[src/rtl/sol_line_mem.sv]
// line sample store: one write port, two registered read ports
// depends on nothing but its parameters
module sol_line_mem #(
   parameter int DEPTH = 64,
   parameter int AW    = 6,
   parameter int WW    = 32
) (
   input  logic          clock,
   input  logic          wr_en,
   input  logic [AW-1:0] wr_addr,
   input  logic [WW-1:0] wr_data,
   input  logic          rd_en,
   input  logic [AW-1:0] rd_addr_a,
   input  logic [AW-1:0] rd_addr_b,
   output logic [WW-1:0] rd_data_a,
   output logic [WW-1:0] rd_data_b
);

   logic [WW-1:0] mem_ff [DEPTH];
   logic [WW-1:0] rd_a_ff;
   logic [WW-1:0] rd_b_ff;

   always_ff @(posedge clock) begin
      if (wr_en) begin
         mem_ff[wr_addr] <= wr_data;
      end
   end

   // read data holds while the pipeline is stalled
   always_ff @(posedge clock) begin
      if (rd_en) begin
         rd_a_ff <= mem_ff[rd_addr_a];
         rd_b_ff <= mem_ff[rd_addr_b];
      end
   end

   assign rd_data_a = rd_a_ff;
   assign rd_data_b = rd_b_ff;

endmodule

[config.mk]
export PLATFORM = sky130hd
export DESIGN_NAME = sol_line_mem
export DESIGN_NICKNAME = d
export VERILOG_FILES = /design/src/rtl/sol_line_mem.sv
export SDC_FILE = /design/constraint.sdc
export NUM_CORES = 2
export LEC_CHECK = 0
export CORE_MARGIN = 1
export CORE_UTILIZATION = 35
export DETAILED_ROUTE_END_ITERATION = 10
export DONT_BUFFER_PORTS = 1
export GPL_ROUTABILITY_DRIVEN = 0
export HOLD_SLACK_MARGIN = 0.06
export PLACE_DENSITY = 0.54
export SYNTH_ARGS = -nofsm -noshare
export SYNTH_HDL_FRONTEND = slang
export SYNTH_SLANG_ARGS = --single-unit
[constraint.sdc]
create_clock -name clock -period 10.9 [get_ports clock]
set_clock_uncertainty 0.2 [all_clocks]
set_input_delay 0.545 -clock clock [delete_from_list [all_inputs] [get_ports clock]]
set_output_delay 0.545 -clock clock [all_outputs]
set_load 0.1 [all_outputs]
-- Yosys cells after proc, flatten, opt, wreduce, memory -nomap -nowiden
Memories as Yosys holds them, arrays and structs flattened. A register that Yosys moved wholly into a read port is not among the register bits.
Index checks and enable logic that the tools add are counted.
- register bits after elaboration: 0
- bits in writable memories: 2048
- word-level logic and storage cells: 3
- output and inout bits: 64
- memories: 1
- memory list (name ; words ; bits a word ; read ports ; clocked after Yosys merged registers in ; wr ports ; line ; text):
    mem_ff ; 64 ; 32 ; 2 ; 2 ; 1 ; 19 ; logic [WW-1:0] mem_ff [DEPTH];
- multiplexer cells: 2
- operators by type and width (cell ; number):
    1-bit 2-to-1 mux ; 2

-- Logic depth before layout (Yosys ltp)
- word-level depth: 2
- mapped depth: 10
- gate-level depth less buffers: 5

-- Worst setup path before layout
Ideal clock, no wire load.
- path type: input to register
- from: input wr_addr[3]
- to: memory mem_ff[48][0] (enable)
- stages: 4
- data arrival time: 3.275 ns
- slack: 6.964 ns
- path through: clkbuf_1 > nor2b_1 > nand4b_1 > nor3_1
- RTL lines (what ; line ; text):
    from (decl) ; 10 ; input logic [AW-1:0] wr_addr,
    to (decl) ; 19 ;
Straight into the memory's write port.

==> flow_summary_export.csv <==
group,metric,value,unit
power_and_ir_drop,p_comb_frac,0.071,
sta,final-setup-viol-count,0,
run_status,violations,"slew limit",
power_and_ir_drop,power,17.9,mW
floorplan,rows,192,
sta,tightestPinTransition,2.23,ns
floorplan,dieWidth,527,um
clock_tree,cts_setup_buffers,0,
global_route,grt_pass1_wl,439,mm
hold_path,min_path_type,"input port to register",
drt,via_count,51040,
drt,post_drt_via_cell_ratio,6.19,
cells_and_area,n_fill_cell,23848,
drt,firstDrtPassIters,6,
logic_synthesis,synthCells,4412,
worst_setup_path,crit_family,"buffers and inverters",
cells_and_area,nNetsFinal,4528,
logic_synthesis,synth_cell_types,37,
floorplan,die_area,0.277,mm^2
drt,drt_iter0_drc,6920,
logic_synthesis,syn_avg_cell_area,21.8,um^2
logic_synthesis,synth_area,0.0963,mm^2
drt,routedWlPerCell,38.7,um
logic_synthesis,synth-simple-area-share,0.0113,
run_status,status,"finished, violations left",
worst_setup_path,crit_slowest_cell,"buf_16",
sta,rsz0062_at_grt,"false",
clock_tree,clock_path_buffers,4,
logic_synthesis,yosysSeqAreaShare,0.659,
global_route,first_global_vias,52238,
clock_tree,htree_levels,4,
clock_tree,cts_root_buf,"clkbuf_16",
drt,ant_nets,0,
worst_setup_path,cp_num_buf_inv,4,
worst_setup_path,worst_path_most_repeated_cell,"buf_16",
clock_tree,clock_latency,0.88,ns
sta,maxSlewHeadroom,-0.487,
global_route,grt_overflow,0,
clock_tree,cts_inserted_buffers,221,
power_and_ir_drop,power_density,165,mW/mm^2
logic_synthesis,muxShareOfSynthArea,0.288,
sta,hold_viol,0,
worst_setup_path,max_stage_delay,0.74,ns
drt,drt_wl_total,319,mm
drt,drc_errors,0,
cells_and_area,stdcell_count,8244,
worst_setup_path,end_kind,"register",
worst_setup_path,critPathMaxFanout,170,
logic_synthesis,synth_fp_nets,4465,
logic_synthesis,synthAdderAreaFrac,0,
floorplan,io_pins,117,
sta,hold_slack,0.106,ns
worst_setup_path,crit_chain,"buf_16 > buf_16 > buf_16 > mux4_2 > o22ai_1 > a211oi_1 > o22ai_1 > a21oi_1 > dlygate4sd3_1",
power_and_ir_drop,p_sw,4.04,mW
global_route,antenna_found_initial,19,
logic_synthesis,synth-warning-count,0,
power_and_ir_drop,internal_power,13.9,mW
power_and_ir_drop,seq_power_share,0.515,
floorplan,core,0.274,mm^2
power_and_ir_drop,switching_share,0.225,
power_and_ir_drop,clockPowerShare,0.415,
sta,report.final.slew_viol_count,481,
cells_and_area,fin_util,0.398,
job,maxCapViolCount,0,
clock_tree,clkTransAtPathRegs,0.06,ns
worst_setup_path,required,11.33,ns
logic_synthesis,synth_compound_area_frac,0.0238,
place,dp.cells,7747,
logic_synthesis,synth.ff_latch_count,2112,
worst_setup_path,cp.arrival,5.20,ns
global_route,grt_max_degree,506,
sta,fin_tns_setup,0,ns
cells_and_area,drive_above_1_share,0.359,
logic_synthesis,synth_xor_area_frac,0,
floorplan,start_util,0.352,
sta,fin_crit_sh,0.438,
logic_synthesis,synth_top_family_by_area,"multiplexers",
power_and_ir_drop,p_leak,33.2,nW
place,port_buffers,0,
global_route,track_usage,0.229,
place,dp_hpwl,154,mm
worst_setup_path,path_class,"input port to register",
floorplan,fp.dieH,527,um
sta,period_minus_slack,4.77,ns
clock_tree,cts_tree,"yes",
worst_setup_path,worst_setup_path_start_kind,"input port",
clock_tree,clock_sinks,2112,
power_and_ir_drop,ir_drop,0.118,mV
cells_and_area,areaGrowthSynthToFinish,13.1,%
sta,fmax,0.210,GHz
-- registers in the layout (all words and copies together), names as in the netlist --
register,flops
rd_data_b,32
rd_data_a,32
mem_ff,2048
-- cells in the mapped netlist (all sizes together) --
cell type     n  area (um^2)
buf         212         1240
a211oi       15          113
nand2        93          349
nand4b        1         8.76
o221ai       16          140
o22ai        56          350
nor2         94          353
or3           2         12.5
mux4       1124        25300
a221oi       13          114
inv           1         3.75
o32a          9         90.1
o21ai        49          245
a21oi        58          290
and2          6         37.5
o211a         1         10.0
nand3b        6         45.0
or2           3         18.8
o211ai       27          203
nand3         9         45.0
a21boi        1         7.51
o41ai         1         8.76
mux2i       204         2040
edfxtp     2112        63400
mux2         36          405
nor2b        19          119
a32oi         9         78.8
nor3          3         15.0
nand2b        8         50.1
or3b          2         17.5
clkbuf      135          507
a22oi        85          638
nand4         2         12.5
-- kinds of logic after synthesis --
family / Yosys count
flip-flops: 2112
multiplexers: 1364
buffers and inverters: 348
AO/OA/AOI/OAI: 340
AND/OR/NAND/NOR: 248
-- cells in the final DEF (no fill, tap or decap), drive strengths merged, types with 15 or more instances in the layout --
cell type	n
buf	138
a21oi	58
mux2	36
o211ai	27
mux2i	204
o221ai	16
a211oi	15
mux4	1124
bufinv	20
nor2b	19
o22ai	56
a22oi	85
dlygate4sd3	49
edfxtp	2112
nand2	93
o21ai	49
nor2	94
clkinv	77
clkbuf	284
-- area by class of cell --
cell class,instances,area (um^2),area share
Antenna cell,11,27.5,0.000253
Sequential cell,2112,63400,0.582
Timing Repair Buffer,187,2410,0.0221
Inverter,1,3.75,0.0000345
Clock buffer,284,5890,0.0541
Clock inverter,108,1010,0.00929
Tap cell,3589,4490,0.0412
Multi-Input combinational cell,1952,31700,0.291
-- per-stage QoR --
step,setup WS (ns),area [um^2]
final,6.13,109000
after global routing,5.87,109000
after CTS,7.72,109000
after detailed placement,7.05,100000
after global placement,6.97,100000
after floorplan,6.96,96300
-- final timing paths --
| check | from | slack (ns) | cells past startpoint | end |
|---|---|---|---|---|
| max | rd_addr_a[0] | 6.13 | 9 | rd_data_a[24]$_DFFE_PP_ |
| min | rd_addr_b[3] | 0.11 | 2 | rd_data_b[26]$_DFFE_PP_ |
| max reg2reg | mem_ff[23][22]$_DFFE_PP_ | 7.95 | 4 | rd_data_b[22]$_DFFE_PP_ |
| min reg2reg | mem_ff[28][19]$_DFFE_PP_ | 0.78 | 5 | rd_data_a[19]$_DFFE_PP_ |
-- layer usage --
metal,track usage,vias to the layer above,wire length [um]
met1,0.308,28514,126000
met3,0.0437,461,27000
met4,0.0751,12,11200
li1,-,19675,-
met2,0.373,2378,155000
met5,0,-,90
-- what timing repair did --
action	CTS	global route
endpoints found under the setup margin	0	0
hold buffers	89	0
gates resized for setup	0	0
hold endpoints to repair	2226	0
-- power groups by stage --
stage	clock network (mW)	logic [mW]	registers, mW
2_1_floorplan	0	0.861	9.40
3_5_place_dp	0	0.946	9.41
6_report	7.44	1.27	9.23
3_3_place_gp	0	0.941	9.41
4_1_cts	7.54	1.18	9.24
5_1_grt	7.81	1.31	9.23
Note: power is estimated with default switching activity, not from simulation.
